File: src/rtl/core/assert_macros.svh
// Assertion macros shared by the lexer RTL.
// Included by modules that carry concurrent checks; no other dependencies.
`ifndef ASSERT_MACROS_SVH
`define ASSERT_MACROS_SVH

`ifndef NO_ASSERTIONS
// prop must hold at every clock edge outside reset
`define ASSERT_AT(label, clk, rst_n, prop, msg) \
  label: assert property (@(posedge clk) disable iff (!rst_n) prop) else $error(msg);
// cond must never be true outside reset
`define ASSERT_NEVER(label, clk, rst_n, cond, msg) \
  label: assert property (@(posedge clk) disable iff (!rst_n) !(cond)) else $error(msg);
`else
`define ASSERT_AT(label, clk, rst_n, prop, msg)
`define ASSERT_NEVER(label, clk, rst_n, cond, msg)
`endif

`endif

File: src/rtl/core/clx_pkg.sv
// Types, constants and character helpers for the C subset lexer.
// No dependencies; imported by every lexer module.
package clx_pkg;

  localparam int MAX_WORD_CHARS = 8;
  localparam int WORD_BITS      = 8 * MAX_WORD_CHARS;
  localparam int QUEUE_DEPTH    = 4;
  localparam int PTR_W          = $clog2(QUEUE_DEPTH);
  localparam int CNT_W          = $clog2(QUEUE_DEPTH + 1);

  typedef enum logic [1:0] {
    MODE_IDLE,
    MODE_WORD,
    MODE_NUM,
    MODE_SYM
  } scan_mode_e;

  typedef enum logic [4:0] {
    K_CONST, K_IDENT, K_PLUS, K_MINUS, K_STAR, K_LPAREN, K_RPAREN, K_LBRACE,
    K_RBRACE, K_COMMA, K_SEMI, K_NOT, K_LT, K_GT, K_ASSIGN, K_EQ,
    K_NE, K_OR, K_AND, K_GE, K_LE, K_IF, K_INT, K_ELSE,
    K_FOR, K_RETURN, K_DEBUG, K_WHILE, K_EOF, K_ERR_UNSUP, K_ERR_ARRAY, K_ERR_BAD
  } tok_kind_e;

  typedef struct packed {
    tok_kind_e              kind;
    logic [31:0]            value;
    logic                   ovf;
    logic [WORD_BITS-1:0]   chars;
    logic [7:0]             len;
    logic                   last;
  } tok_t;

  // up to two tokens produced by one byte, in order
  typedef struct packed {
    logic [1:0] cnt;
    tok_t       tok0;
    tok_t       tok1;
  } push_t;

  // character codes
  localparam logic [7:0] CH_EQ     = 8'h3D;
  localparam logic [7:0] CH_BANG   = 8'h21;
  localparam logic [7:0] CH_LT     = 8'h3C;
  localparam logic [7:0] CH_GT     = 8'h3E;
  localparam logic [7:0] CH_BAR    = 8'h7C;
  localparam logic [7:0] CH_AMP    = 8'h26;
  localparam logic [7:0] CH_PLUS   = 8'h2B;
  localparam logic [7:0] CH_MINUS  = 8'h2D;
  localparam logic [7:0] CH_STAR   = 8'h2A;
  localparam logic [7:0] CH_LPAREN = 8'h28;
  localparam logic [7:0] CH_RPAREN = 8'h29;
  localparam logic [7:0] CH_LBRACE = 8'h7B;
  localparam logic [7:0] CH_RBRACE = 8'h7D;
  localparam logic [7:0] CH_COMMA  = 8'h2C;
  localparam logic [7:0] CH_SEMI   = 8'h3B;
  localparam logic [7:0] CH_LBRACK = 8'h5B;
  localparam logic [7:0] CH_RBRACK = 8'h5D;

  // words packed first character in the low byte
  localparam logic [WORD_BITS-1:0] KW_IF       = 64'h0000_0000_0000_6669;
  localparam logic [WORD_BITS-1:0] KW_INT      = 64'h0000_0000_0074_6E69;
  localparam logic [WORD_BITS-1:0] KW_ELSE     = 64'h0000_0000_6573_6C65;
  localparam logic [WORD_BITS-1:0] KW_FOR      = 64'h0000_0000_0072_6F66;
  localparam logic [WORD_BITS-1:0] KW_RETURN   = 64'h0000_6E72_7574_6572;
  localparam logic [WORD_BITS-1:0] KW_DEBUG    = 64'h0000_0067_7562_6564;
  localparam logic [WORD_BITS-1:0] KW_WHILE    = 64'h0000_0065_6C69_6877;
  localparam logic [WORD_BITS-1:0] KW_SWITCH   = 64'h0000_6863_7469_7773;
  localparam logic [WORD_BITS-1:0] KW_CASE     = 64'h0000_0000_6573_6163;
  localparam logic [WORD_BITS-1:0] KW_BREAK    = 64'h0000_006B_6165_7262;
  localparam logic [WORD_BITS-1:0] KW_CONTINUE = 64'h6575_6E69_746E_6F63;

  function automatic logic is_letter(logic [7:0] c);
    return (c >= 8'h61 && c <= 8'h7A) || (c >= 8'h41 && c <= 8'h5A);
  endfunction

  function automatic logic is_digit(logic [7:0] c);
    return c >= 8'h30 && c <= 8'h39;
  endfunction

  function automatic logic is_space(logic [7:0] c);
    return c == 8'h20 || (c >= 8'h09 && c <= 8'h0D);
  endfunction

  // symbols that wait one byte for a possible second character
  function automatic logic is_hold(logic [7:0] c);
    return c == CH_EQ || c == CH_BANG || c == CH_LT || c == CH_GT ||
           c == CH_BAR || c == CH_AMP;
  endfunction

  // whole-word keyword match; unsupported words map to the error kind
  function automatic tok_kind_e word_kind(logic [WORD_BITS-1:0] w, logic [7:0] n);
    tok_kind_e k;
    k = K_IDENT;
    if      (n == 8'd2 && w == KW_IF)       k = K_IF;
    else if (n == 8'd3 && w == KW_INT)      k = K_INT;
    else if (n == 8'd4 && w == KW_ELSE)     k = K_ELSE;
    else if (n == 8'd3 && w == KW_FOR)      k = K_FOR;
    else if (n == 8'd6 && w == KW_RETURN)   k = K_RETURN;
    else if (n == 8'd5 && w == KW_DEBUG)    k = K_DEBUG;
    else if (n == 8'd5 && w == KW_WHILE)    k = K_WHILE;
    else if (n == 8'd6 && w == KW_SWITCH)   k = K_ERR_UNSUP;
    else if (n == 8'd4 && w == KW_CASE)     k = K_ERR_UNSUP;
    else if (n == 8'd5 && w == KW_BREAK)    k = K_ERR_UNSUP;
    else if (n == 8'd8 && w == KW_CONTINUE) k = K_ERR_UNSUP;
    return k;
  endfunction

  // K_CONST means no two-character operator
  function automatic tok_kind_e pair_kind(logic [7:0] p, logic [7:0] c);
    tok_kind_e k;
    k = K_CONST;
    if      (p == CH_EQ   && c == CH_EQ)  k = K_EQ;
    else if (p == CH_BANG && c == CH_EQ)  k = K_NE;
    else if (p == CH_BAR  && c == CH_BAR) k = K_OR;
    else if (p == CH_AMP  && c == CH_AMP) k = K_AND;
    else if (p == CH_GT   && c == CH_EQ)  k = K_GE;
    else if (p == CH_LT   && c == CH_EQ)  k = K_LE;
    return k;
  endfunction

  // a held symbol that was not doubled; lone bar or ampersand is bad
  function automatic tok_kind_e single_kind(logic [7:0] p);
    tok_kind_e k;
    case (p)
      CH_EQ:   k = K_ASSIGN;
      CH_BANG: k = K_NOT;
      CH_LT:   k = K_LT;
      CH_GT:   k = K_GT;
      default: k = K_ERR_BAD;
    endcase
    return k;
  endfunction

  // token for a byte that stands alone
  function automatic tok_kind_e start_kind(logic [7:0] c);
    tok_kind_e k;
    case (c)
      CH_PLUS:   k = K_PLUS;
      CH_MINUS:  k = K_MINUS;
      CH_STAR:   k = K_STAR;
      CH_LPAREN: k = K_LPAREN;
      CH_RPAREN: k = K_RPAREN;
      CH_LBRACE: k = K_LBRACE;
      CH_RBRACE: k = K_RBRACE;
      CH_COMMA:  k = K_COMMA;
      CH_SEMI:   k = K_SEMI;
      CH_LBRACK: k = K_ERR_ARRAY;
      CH_RBRACK: k = K_ERR_ARRAY;
      default:   k = K_ERR_BAD;
    endcase
    return k;
  endfunction

endpackage

File: src/rtl/core/clx_if.sv
// Valid/ready channel interfaces of the lexer: source bytes in, tokens out.
// No dependencies.
interface clx_in_if;
  logic       valid;
  logic       ready;
  logic [7:0] ch;
  logic       end_of_text;

  modport source (output valid, output ch, output end_of_text, input ready);
  modport sink   (input valid, input ch, input end_of_text, output ready);
endinterface

interface clx_out_if;
  logic        valid;
  logic        ready;
  logic [4:0]  kind;
  logic [31:0] number_value;
  logic        number_overflow;
  logic [63:0] word_chars;
  logic [7:0]  word_length;
  logic        last;

  modport source (output valid, output kind, output number_value, output number_overflow,
                  output word_chars, output word_length, output last, input ready);
  modport sink   (input valid, input kind, input number_value, input number_overflow,
                  input word_chars, input word_length, input last, output ready);
endinterface

File: src/rtl/core/c_subset_lexer.sv
// Top level of the C subset lexer: front end, token queue, output stage.
// Depends on clx_pkg, clx_if, clx_front, clx_fifo and clx_out.
//
//  channel   dir  transaction                 payload
//  lex_in    in   one source byte or EOT      ch[7:0], end_of_text
//  tok_out   out  one token                   kind, number_value, number_overflow,
//                                             word_chars, word_length, last
//
// Cycles: one byte per cycle while lex_in.ready is high; a byte produces zero,
// one or two tokens. The front end writes tokens into a four-entry queue; the
// output stage drains one token per cycle while tok_out.ready is high.
// lex_in.ready drops while the queue has fewer than two free entries.
// With an empty queue, the first token of a byte is written into the queue when
// the byte is accepted, then registered in the output stage; a second token follows.
// Reset: rst_ni asynchronous, active low; clears scan state, queue and output valid.
module c_subset_lexer import clx_pkg::*; #(
  parameter int VALUE_BITS = 32
) (
  input  logic       clk_i,
  input  logic       rst_ni,
  clx_in_if.sink     lex_in,
  clx_out_if.source  tok_out
);

  push_t push;
  tok_t  head;
  logic  avail, space2, pop, take;

  // front end only takes a byte when its worst-case two tokens fit
  assign lex_in.ready = space2;
  assign take         = lex_in.valid && space2;

  clx_front #(
    .VALUE_BITS (VALUE_BITS)
  ) u_front (
    .clk_i  (clk_i),
    .rst_ni (rst_ni),
    .take_i (take),
    .ch_i   (lex_in.ch),
    .eot_i  (lex_in.end_of_text),
    .push_o (push)
  );

  clx_fifo u_fifo (
    .clk_i    (clk_i),
    .rst_ni   (rst_ni),
    .push_i   (push),
    .pop_i    (pop),
    .head_o   (head),
    .avail_o  (avail),
    .space2_o (space2)
  );

  clx_out u_out (
    .clk_i   (clk_i),
    .rst_ni  (rst_ni),
    .head_i  (head),
    .avail_i (avail),
    .pop_o   (pop),
    .tok_out (tok_out)
  );

endmodule

File: src/rtl/core/clx_front.sv
// Lexer front end: scan state machine, one byte per transaction, up to two tokens out.
// Depends on clx_pkg and assert_macros.svh.
`include "assert_macros.svh"

module clx_front import clx_pkg::*; #(
  parameter int VALUE_BITS = 32
) (
  input  logic       clk_i,
  input  logic       rst_ni,
  input  logic       take_i,
  input  logic [7:0] ch_i,
  input  logic       eot_i,
  output push_t      push_o
);

  localparam int PW = VALUE_BITS + 4;

  scan_mode_e             mode_q, mode_d;
  logic [WORD_BITS-1:0]   wbuf_q, wbuf_d;
  logic [7:0]             wcnt_q, wcnt_d;
  logic [VALUE_BITS-1:0]  acc_q, acc_d;
  logic                   sat_q, sat_d;
  logic [7:0]             pend_q, pend_d;
  logic                   err_q, err_d;

  logic      c_let, c_dig, c_spc, c_hold;
  tok_kind_e pk;
  logic      pair_hit, ext_word, ext_num;
  logic [PW-1:0] acc_w, prod;
  logic      num_ovf;
  logic [63:0] acc_ext;

  tok_t      ftok, stok, ptok, etok, tok_a, tok_b;
  logic      f_vld, f_err, s_vld, s_err;
  logic      a_vld, b_vld;
  tok_kind_e wk, sk;

  // byte classes and operator merge
  assign c_let    = is_letter(ch_i);
  assign c_dig    = is_digit(ch_i);
  assign c_spc    = is_space(ch_i);
  assign c_hold   = is_hold(ch_i);
  assign pk       = pair_kind(pend_q, ch_i);
  assign pair_hit = (mode_q == MODE_SYM) && (pk != K_CONST);
  assign ext_word = (mode_q == MODE_WORD) && c_let;
  assign ext_num  = (mode_q == MODE_NUM) && c_dig;

  // acc*10 + digit, saturating
  assign acc_w   = PW'(acc_q);
  assign prod    = (acc_w << 3) + (acc_w << 1) + PW'(ch_i[3:0]);
  assign num_ovf = sat_q || (prod[PW-1:VALUE_BITS] != '0);
  assign acc_ext = 64'(acc_q);

  // candidate tokens
  always_comb begin
    ftok  = '0;
    f_vld = 1'b0;
    f_err = 1'b0;
    wk    = word_kind(wbuf_q, wcnt_q);
    sk    = single_kind(pend_q);
    case (mode_q)
      MODE_WORD: begin
        f_vld     = 1'b1;
        ftok.kind = wk;
        if (wk == K_IDENT) begin
          ftok.chars = wbuf_q;
          ftok.len   = wcnt_q;
        end
        f_err = (wk == K_ERR_UNSUP);
      end
      MODE_NUM: begin
        f_vld      = 1'b1;
        ftok.kind  = K_CONST;
        ftok.value = acc_ext[31:0];
        ftok.ovf   = sat_q;
      end
      MODE_SYM: begin
        f_vld     = 1'b1;
        ftok.kind = sk;
        f_err     = (sk == K_ERR_BAD);
      end
      default: ;
    endcase

    stok      = '0;
    stok.kind = start_kind(ch_i);
    s_vld     = !c_spc && !c_let && !c_dig && !c_hold;
    s_err     = (stok.kind == K_ERR_ARRAY) || (stok.kind == K_ERR_BAD);

    ptok      = '0;
    ptok.kind = pk;
    etok      = '0;
    etok.kind = K_EOF;
  end

  // next scan state
  always_comb begin
    mode_d = mode_q;
    wbuf_d = wbuf_q;
    wcnt_d = wcnt_q;
    acc_d  = acc_q;
    sat_d  = sat_q;
    pend_d = pend_q;
    err_d  = err_q;
    if (take_i) begin
      if (eot_i) begin
        mode_d = MODE_IDLE;
        err_d  = 1'b0;
      end else if (!err_q) begin
        if (pair_hit) begin
          mode_d = MODE_IDLE;
        end else if (ext_word) begin
          if (wcnt_q < 8'(MAX_WORD_CHARS)) begin
            wbuf_d[{wcnt_q[2:0], 3'b000} +: 8] = ch_i;
          end
          if (wcnt_q != 8'hFF) begin
            wcnt_d = wcnt_q + 8'd1;
          end
        end else if (ext_num) begin
          if (num_ovf) begin
            acc_d = '1;
            sat_d = 1'b1;
          end else begin
            acc_d = prod[VALUE_BITS-1:0];
          end
        end else begin
          mode_d = MODE_IDLE;
          if (f_err) begin
            err_d = 1'b1;
          end else if (c_let) begin
            mode_d = MODE_WORD;
            wbuf_d = WORD_BITS'(ch_i);
            wcnt_d = 8'd1;
          end else if (c_dig) begin
            mode_d = MODE_NUM;
            acc_d  = VALUE_BITS'(ch_i[3:0]);
            sat_d  = 1'b0;
          end else if (c_hold) begin
            mode_d = MODE_SYM;
            pend_d = ch_i;
          end else if (s_vld && s_err) begin
            err_d = 1'b1;
          end
        end
      end
    end
  end

  // tokens of this byte, packed to the front, last flag on the final one
  always_comb begin
    tok_a = ftok;
    tok_b = stok;
    a_vld = 1'b0;
    b_vld = 1'b0;
    if (eot_i) begin
      a_vld = !err_q && f_vld;
      tok_b = etok;
      b_vld = 1'b1;
    end else if (!err_q) begin
      if (pair_hit) begin
        tok_a = ptok;
        a_vld = 1'b1;
      end else if (!ext_word && !ext_num) begin
        a_vld = f_vld;
        b_vld = !f_err && s_vld;
      end
    end

    push_o = '0;
    if (a_vld) begin
      push_o.tok0 = tok_a;
      push_o.tok1 = tok_b;
      push_o.cnt  = b_vld ? 2'd2 : 2'd1;
    end else begin
      push_o.tok0 = tok_b;
      push_o.cnt  = b_vld ? 2'd1 : 2'd0;
    end
    push_o.tok0.last = (push_o.cnt == 2'd1);
    push_o.tok1.last = (push_o.cnt == 2'd2);
    if (!take_i) begin
      push_o.cnt = 2'd0;
    end
  end

  always_ff @(posedge clk_i or negedge rst_ni) begin
    if (!rst_ni) begin
      mode_q <= MODE_IDLE;
      wbuf_q <= '0;
      wcnt_q <= '0;
      acc_q  <= '0;
      sat_q  <= 1'b0;
      pend_q <= '0;
      err_q  <= 1'b0;
    end else begin
      mode_q <= mode_d;
      wbuf_q <= wbuf_d;
      wcnt_q <= wcnt_d;
      acc_q  <= acc_d;
      sat_q  <= sat_d;
      pend_q <= pend_d;
      err_q  <= err_d;
    end
  end

  `ASSERT_AT(a_err_idle, clk_i, rst_ni, err_q |-> (mode_q == MODE_IDLE), "error with scan active")
  `ASSERT_AT(a_eot_clear, clk_i, rst_ni, (take_i && eot_i) |=> (!err_q && mode_q == MODE_IDLE), "end of text did not reset scan")
  `ASSERT_NEVER(a_push_cnt, clk_i, rst_ni, push_o.cnt == 2'd3, "more than two tokens per byte")

endmodule

File: src/rtl/core/clx_fifo.sv
// Token queue between front end and output stage: two writes, one read per cycle.
// Depends on clx_pkg and assert_macros.svh.
`include "assert_macros.svh"

module clx_fifo import clx_pkg::*; (
  input  logic  clk_i,
  input  logic  rst_ni,
  input  push_t push_i,
  input  logic  pop_i,
  output tok_t  head_o,
  output logic  avail_o,
  output logic  space2_o
);

  tok_t             mem_q [QUEUE_DEPTH];
  logic [PTR_W-1:0] wr_q, wr_d, rd_q, rd_d;
  logic [CNT_W-1:0] cnt_q, cnt_d;
  logic [PTR_W-1:0] wr_nxt;

  assign wr_nxt   = wr_q + PTR_W'(1);
  assign wr_d     = wr_q + PTR_W'(push_i.cnt);
  assign rd_d     = rd_q + PTR_W'(pop_i);
  assign cnt_d    = cnt_q + CNT_W'(push_i.cnt) - CNT_W'(pop_i);
  assign head_o   = mem_q[rd_q];
  assign avail_o  = (cnt_q != '0);
  assign space2_o = (cnt_q <= CNT_W'(QUEUE_DEPTH - 2));

  always_ff @(posedge clk_i) begin
    if (push_i.cnt != 2'd0) begin
      mem_q[wr_q] <= push_i.tok0;
    end
    if (push_i.cnt == 2'd2) begin
      mem_q[wr_nxt] <= push_i.tok1;
    end
  end

  always_ff @(posedge clk_i or negedge rst_ni) begin
    if (!rst_ni) begin
      wr_q  <= '0;
      rd_q  <= '0;
      cnt_q <= '0;
    end else begin
      wr_q  <= wr_d;
      rd_q  <= rd_d;
      cnt_q <= cnt_d;
    end
  end

  `ASSERT_AT(a_cnt_bound, clk_i, rst_ni, cnt_q <= CNT_W'(QUEUE_DEPTH), "queue count past depth")
  `ASSERT_NEVER(a_pop_empty, clk_i, rst_ni, pop_i && (cnt_q == '0), "pop from empty queue")
  `ASSERT_NEVER(a_push_full, clk_i, rst_ni, CNT_W'(push_i.cnt) > (CNT_W'(QUEUE_DEPTH) - cnt_q), "push into full queue")

endmodule

File: src/rtl/core/clx_out.sv
// Output stage: pops the token queue into a registered valid/ready source.
// Depends on clx_pkg and clx_if.
module clx_out import clx_pkg::*; (
  input  logic        clk_i,
  input  logic        rst_ni,
  input  tok_t        head_i,
  input  logic        avail_i,
  output logic        pop_o,
  clx_out_if.source   tok_out
);

  logic vld_q, vld_d;
  tok_t tok_q;

  assign pop_o = avail_i && (!vld_q || tok_out.ready);

  always_comb begin
    vld_d = vld_q;
    if (pop_o) begin
      vld_d = 1'b1;
    end else if (tok_out.ready) begin
      vld_d = 1'b0;
    end
  end

  always_ff @(posedge clk_i or negedge rst_ni) begin
    if (!rst_ni) begin
      vld_q <= 1'b0;
    end else begin
      vld_q <= vld_d;
    end
  end

  always_ff @(posedge clk_i) begin
    if (pop_o) begin
      tok_q <= head_i;
    end
  end

  assign tok_out.valid           = vld_q;
  assign tok_out.kind            = tok_q.kind;
  assign tok_out.number_value    = tok_q.value;
  assign tok_out.number_overflow = tok_q.ovf;
  assign tok_out.word_chars      = tok_q.chars;
  assign tok_out.word_length     = tok_q.len;
  assign tok_out.last            = tok_q.last;

endmodule

File: src/flat_wrapper.sv
// flat-port wrapper written by rule: the top's interface ports become plain ports
module c_subset_lexer_flat import clx_pkg::*;
#(
  parameter int VALUE_BITS = 32
)
  (clk_i, rst_ni, lex_in_valid, lex_in_ch, lex_in_end_of_text, lex_in_ready, tok_out_valid, tok_out_kind, tok_out_number_value, tok_out_number_overflow, tok_out_word_chars, tok_out_word_length, tok_out_last, tok_out_ready);
  clx_in_if lex_in_i ();
  clx_out_if tok_out_i ();
  input  logic clk_i;
  input  logic rst_ni;
  input wire logic [$bits(lex_in_i.valid)-1:0] lex_in_valid;
  input wire logic [$bits(lex_in_i.ch)-1:0] lex_in_ch;
  input wire logic [$bits(lex_in_i.end_of_text)-1:0] lex_in_end_of_text;
  output wire logic [$bits(lex_in_i.ready)-1:0] lex_in_ready;
  output wire logic [$bits(tok_out_i.valid)-1:0] tok_out_valid;
  output wire logic [$bits(tok_out_i.kind)-1:0] tok_out_kind;
  output wire logic [$bits(tok_out_i.number_value)-1:0] tok_out_number_value;
  output wire logic [$bits(tok_out_i.number_overflow)-1:0] tok_out_number_overflow;
  output wire logic [$bits(tok_out_i.word_chars)-1:0] tok_out_word_chars;
  output wire logic [$bits(tok_out_i.word_length)-1:0] tok_out_word_length;
  output wire logic [$bits(tok_out_i.last)-1:0] tok_out_last;
  input wire logic [$bits(tok_out_i.ready)-1:0] tok_out_ready;
  assign lex_in_i.valid = lex_in_valid;
  assign lex_in_i.ch = lex_in_ch;
  assign lex_in_i.end_of_text = lex_in_end_of_text;
  assign lex_in_ready = lex_in_i.ready;
  assign tok_out_valid = tok_out_i.valid;
  assign tok_out_kind = tok_out_i.kind;
  assign tok_out_number_value = tok_out_i.number_value;
  assign tok_out_number_overflow = tok_out_i.number_overflow;
  assign tok_out_word_chars = tok_out_i.word_chars;
  assign tok_out_word_length = tok_out_i.word_length;
  assign tok_out_last = tok_out_i.last;
  assign tok_out_i.ready = tok_out_ready;
  c_subset_lexer #(.VALUE_BITS(VALUE_BITS)) u_core (.clk_i(clk_i), .rst_ni(rst_ni), .lex_in(lex_in_i), .tok_out(tok_out_i));
endmodule
File: config.mk
export PLATFORM = sky130hd
export DESIGN_NAME = c_subset_lexer_flat
export DESIGN_NICKNAME = d
export VERILOG_FILES = /design/src/rtl/core/clx_pkg.sv /design/src/rtl/core/clx_if.sv /design/src/rtl/core/c_subset_lexer.sv /design/src/rtl/core/clx_front.sv /design/src/rtl/core/clx_fifo.sv /design/src/rtl/core/clx_out.sv /design/src/flat_wrapper.sv
export VERILOG_INCLUDE_DIRS = /design/src /design/src/rtl/core
export SDC_FILE = /design/constraint.sdc
export NUM_CORES = 1
export LEC_CHECK = 0
export BUFFER_PORTS_ARGS = -buffer_cell sky130_fd_sc_hd__clkbuf_2
export CORE_MARGIN = 10
export CORE_UTILIZATION = 62
export DETAILED_ROUTE_END_ITERATION = 12
export PLACE_DENSITY = 0.87
export SLEW_MARGIN = 5
export SYNTH_ARGS = -nofsm -noshare
export SYNTH_HDL_FRONTEND = slang
export SYNTH_SLANG_ARGS = --single-unit
export TNS_END_PERCENT = 20
File: constraint.sdc
create_clock -name clk_i -period 10 [get_ports clk_i]
set_clock_uncertainty 0.1 [all_clocks]
set_input_delay 0.5 -clock clk_i [delete_from_list [all_inputs] [get_ports clk_i]]
set_output_delay 0.5 -clock clk_i [all_outputs]
set_load 0.02 [all_outputs]
==> flow_metrics.env <==
export IMPL_status="complete, but fails checks"
export IMPL_violations="max-slew violations"
export IMPL_fin_crit_sh=0.702
export IMPL_cp_end_kind="flop"
export IMPL_finalSetupViolCount=0
export IMPL_internal_power_uw=4890
export IMPL_rsz0062_at_grt="false"
export IMPL_synth_edf_count=135
export IMPL_fin_crit_ns=7.02
export IMPL_root_buffer="clkbuf_16"
export IMPL_overflow=0
export IMPL_clkLatencyLatePin_ns=0.61
export IMPL_top_usage_layer="met2"
export IMPL_grt_pass1_wl_um=124000
export IMPL_nFillCells=3182
export IMPL_rr_endpoint="u_core.u_fifo.mem_q[3][81]"
export IMPL_pin_count=126
export IMPL_clkPwrFrac=0.343
export IMPL_pre_cts_slack_ns=3.16
export IMPL_vdd_ir_drop_max_v=0.000163
export IMPL_cts_setup_buffers=0
export IMPL_design_final_nets=2652
export IMPL_power_frac_comb=0.200
export IMPL_switching_share=0.318
export IMPL_numCtsBuffers=66
export IMPL_fin_ws_ns=2.98
export IMPL_htree_levels=3
export IMPL_ys_seq_elements=679
export IMPL_wl_per_cell_um=24.5
export IMPL_final_instance_count_excl_fill=3222
export IMPL_synth_flop_cell="dfxtp_1"
export IMPL_cts_tree="done"
export IMPL_grtUsageMet1=0.362
export IMPL_syn_area_mm2=0.0294
export IMPL_core_area_mm2=0.0468
export IMPL_ff2ff_setup_slack_ns=2.98
export IMPL_p_switching_uw=2280
export IMPL_startpoint="u_core.u_front.wbuf_q[59]"
export IMPL_dieArea_mm2=0.0566
export IMPL_gp_congestion=0.961
export IMPL_cp_required_ns=10.40
export IMPL_grt_pass1_vias=22200
export IMPL_grt_max_degree=285
export IMPL_hold_start="lex_in_end_of_text"
export IMPL_clock_fmax_mhz=142
export IMPL_syn_num_nets=2660
export IMPL_drcViolationCount=0
export IMPL_syn_to_final_growth_pct=9.32
export IMPL_timing_slew_headroom=-0.0280
export IMPL_power_leakage_uw=0.0123
export IMPL_antenna_found_initial=0
export IMPL_met3_usage=0.0483
export IMPL_async_flop_share=0.183
export IMPL_rows=79
export IMPL_whs_endpoint="u_core.u_front.err_q"
export IMPL_setup_tns_ns=0
export IMPL_seqPwrFrac=0.457
export IMPL_hold_path_depth=4
export IMPL_initial_utilization=0.629
export IMPL_dpl_hpwl_um=49300
export IMPL_portBuffers=125
export IMPL_avgViaCountPerCell=7.01
export IMPL_place_inst=3098
export IMPL_synth_warnings=0
export IMPL_clkSinkCount=679
export IMPL_clk_pin_slew_worst_paths_ns=0.06
export IMPL_slew_viol_final=87
export IMPL_vias=22600
export IMPL_p_per_area_mw_per_mm2=223
export IMPL_track_usage=0.274
export IMPL_drt_wl_total_um=78800
export IMPL_cp_max_fo=61
export IMPL_synthCells=2569
export IMPL_drive_gt1_frac=0.156
export IMPL_cts_resized=0
export IMPL_die_w_um=238
export IMPL_syn_area_per_cell_um2=11.5
export IMPL_rr_worst_depth=15
export IMPL_synth_cell_type_count=88
export IMPL_drt_iter0_drc=2946
export IMPL_chipHeight_um=238
export IMPL_clock_path_buffers=3
export IMPL_tightest_slew_ns=1.54
export IMPL_worstPathArrival_ns=7.42
export IMPL_ys_seq_area_frac=0.529
export IMPL_diodes=0
export IMPL_startpoint_type="flop"
export IMPL_finalHoldViolCount=0
export IMPL_maxCapViolCount=0
export IMPL_hold_class="in -> reg"
export IMPL_critPathKind="reg -> reg"
export IMPL_ant_nets=0
export IMPL_reg2reg_from="u_core.u_front.wbuf_q[59]"
export IMPL_grtUsageMet2=0.441
export IMPL_drtPass1Iterations=6
==> worst max-delay path by stage <==
| stage | end | slack, ns | depth (start not counted) |
|---|---|---|---|
| 3_5_place_dp | u_core.u_fifo.mem_q[3][94] | 3.16 | 15 |
| 6_report | u_core.u_fifo.mem_q[3][81] | 2.98 | 15 |
| 4_1_cts | u_core.u_fifo.mem_q[3][81] | 3.10 | 15 |
| 3_3_place_gp | u_core.u_fifo.mem_q[3][82] | 3.40 | 15 |
| 2_1_floorplan | u_core.u_fifo.cnt_q[2] | 1.93 | 9 |
| 5_1_grt | u_core.u_fifo.mem_q[3][81] | 2.54 | 15 |
==> critical path, stage by stage, from the launching register on <==
cell and delay, ns:
dfrtp_1 0.44, or4_1 0.52, nor4_1 0.75, nand3_1 0.20
nor4_1 0.44, a221o_1 0.31, a21o_1 0.28, nor2_1 0.06
a21o_1 0.20, ha_1 0.35, o21ai_1 0.61, or2_2 0.77
and2_4 0.77, buf_4 0.74, nand2_1 0.18, o21ai_0 0.13
==> layer usage <==
metal	up-vias	wire length (um)
li1	9845	-
met1	11200	31000
met2	1324	37800
met3	198	7410
met4	0	2580
met5	-	0
==> synth_stat cells (8+ instances only) <==
| cell type | count | share of area |
|---|---|---|
| dfxtp_1 | 420 | 0.29 |
| nand2_1 | 326 | 0.042 |
| a32o_1 | 285 | 0.097 |
| o21ai_0 | 230 | 0.039 |
| clkbuf_1 | 167 | 0.021 |
| edfxtp_1 | 135 | 0.14 |
| dfrtp_1 | 124 | 0.11 |
| mux4_2 | 111 | 0.085 |
| ha_1 | 75 | 0.032 |
| nor2_1 | 63 | 0.0080 |
| a21oi_1 | 54 | 0.0092 |
| nor3_1 | 54 | 0.0092 |
| nand3_1 | 39 | 0.0066 |
| inv_1 | 37 | 0.0047 |
| buf_6 | 30 | 0.011 |
| nor4_1 | 22 | 0.0047 |
| buf_1 | 21 | 0.0027 |
| o21ai_1 | 20 | 0.0034 |
| xnor2_1 | 17 | 0.0051 |
| and2_1 | 16 | 0.0034 |
| nand2b_1 | 16 | 0.0034 |
| o22ai_1 | 16 | 0.0034 |
| or3_1 | 16 | 0.0034 |
| a21o_1 | 14 | 0.0036 |
| nand4_1 | 13 | 0.0028 |
| and3_1 | 11 | 0.0023 |
| buf_2 | 11 | 0.0019 |
| nand4b_1 | 11 | 0.0033 |
| o21a_1 | 11 | 0.0028 |
| or2_2 | 11 | 0.0023 |
| xor2_1 | 11 | 0.0033 |
| nor2b_1 | 10 | 0.0021 |
| o31ai_1 | 10 | 0.0026 |
| nand3b_1 | 9 | 0.0023 |
| nor3b_1 | 9 | 0.0023 |
| or4_1 | 9 | 0.0023 |
| a211oi_1 | 8 | 0.0020 |
| o21bai_1 | 8 | 0.0020 |
==> power by group through the flow <==
stage	Combinational [uW]	Clock, uW	Sequential (uW)
floorplan	945	0	3350
global placement	1400	0	3310
detailed placement	1430	0	3320
CTS	1440	2470	3270
global route	1530	2580	3300
finish	1430	2460	3270
==> area by class of cell <==
cell class                      count  area [um^2]  share of cell area
Clock buffer                       98         1910              0.0593
Clock inverter                     24          223             0.00692
Inverter                           38          143             0.00443
Multi-Input combinational cell   1623        12700               0.395
Sequential cell                   679        15600               0.484
Tap cell                          607          759              0.0236
Timing Repair Buffer              153          856              0.0266
==> cells by family after synthesis <==
kind of cell	synth area share
mux	0.0909
simple gates	0.112
buf+inv	0.0422
flops	0.529
fa+ha+maj	0.0339
xor+xnor	0.00833
compound gates	0.184
==> metrics by stage <==
stage / area, um^2 / hold slack [ns] / util / power (uW)
2_1_floorplan: 29400 / 0.104 / - / 4300
3_3_place_gp: 30000 / 0.327 / 0.642 / 4710
3_5_place_dp: 30000 / 0.340 / 0.642 / 4750
4_1_cts: 32200 / 0.200 / 0.688 / 7170
5_1_grt: 32200 / 0.247 / 0.688 / 7410
6_report: 32200 / 0.239 / 0.688 / 7160
==> state kept, by name, indices dropped and copies added, names as in the netlist, 2 cells and up <==
| register | cells |
|---|---|
| u_core.u_out.tok_out.number_value | 32 |
| u_core.u_fifo.mem_q | 444 |
| u_core.u_front.pend_q | 8 |
| u_core.u_out.tok_out.word_length | 8 |
| u_core.u_fifo.rd_q | 2 |
| u_core.u_front.wbuf_q | 64 |
| u_core.u_fifo.cnt_q | 3 |
| u_core.u_front.mode_q | 2 |
| u_core.u_front.acc_q | 32 |
| u_core.u_fifo.wr_q | 2 |
| u_core.u_out.tok_out.kind | 5 |
| u_core.u_front.wcnt_q | 8 |
| u_core.u_out.tok_out.word_chars | 64 |
==> layout by cell type, fill, tap and decap left out, types with 8 or more instances in the layout <==
cell type	instances
edfxtp_1	135
buf_4	26
nor4_1	22
ha_1	75
and3_1	11
or3_1	16
dfrtp_1	122
xnor2_1	17
clkinv_2	8
clkbuf_2	124
a21oi_1	53
clkbuf_16	70
nor2b_1	10
mux4_2	111
nand3b_1	9
o21a_1	11
or2_2	11
dfxtp_1	420
nand2b_1	16
o21bai_1	8
or4_1	9
nand2_1	326
a211oi_1	8
o31ai_1	10
nand3_1	39
and2_1	15
o22ai_1	16
clkbuf_1	23
a32o_1	285
o21ai_1	20
o21ai_0	230
nor2_1	58
nand4_1	13
nor3_1	53
xor2_1	11
inv_1	37
a21o_1	14
nand4b_1	11
==> what timing repair did <==
item,CTS,global route
hold buffers,2,0
hold endpoints to repair,60,0
setup endpoints to repair,0,0
Note: power is estimated with default switching activity, not from simulation.
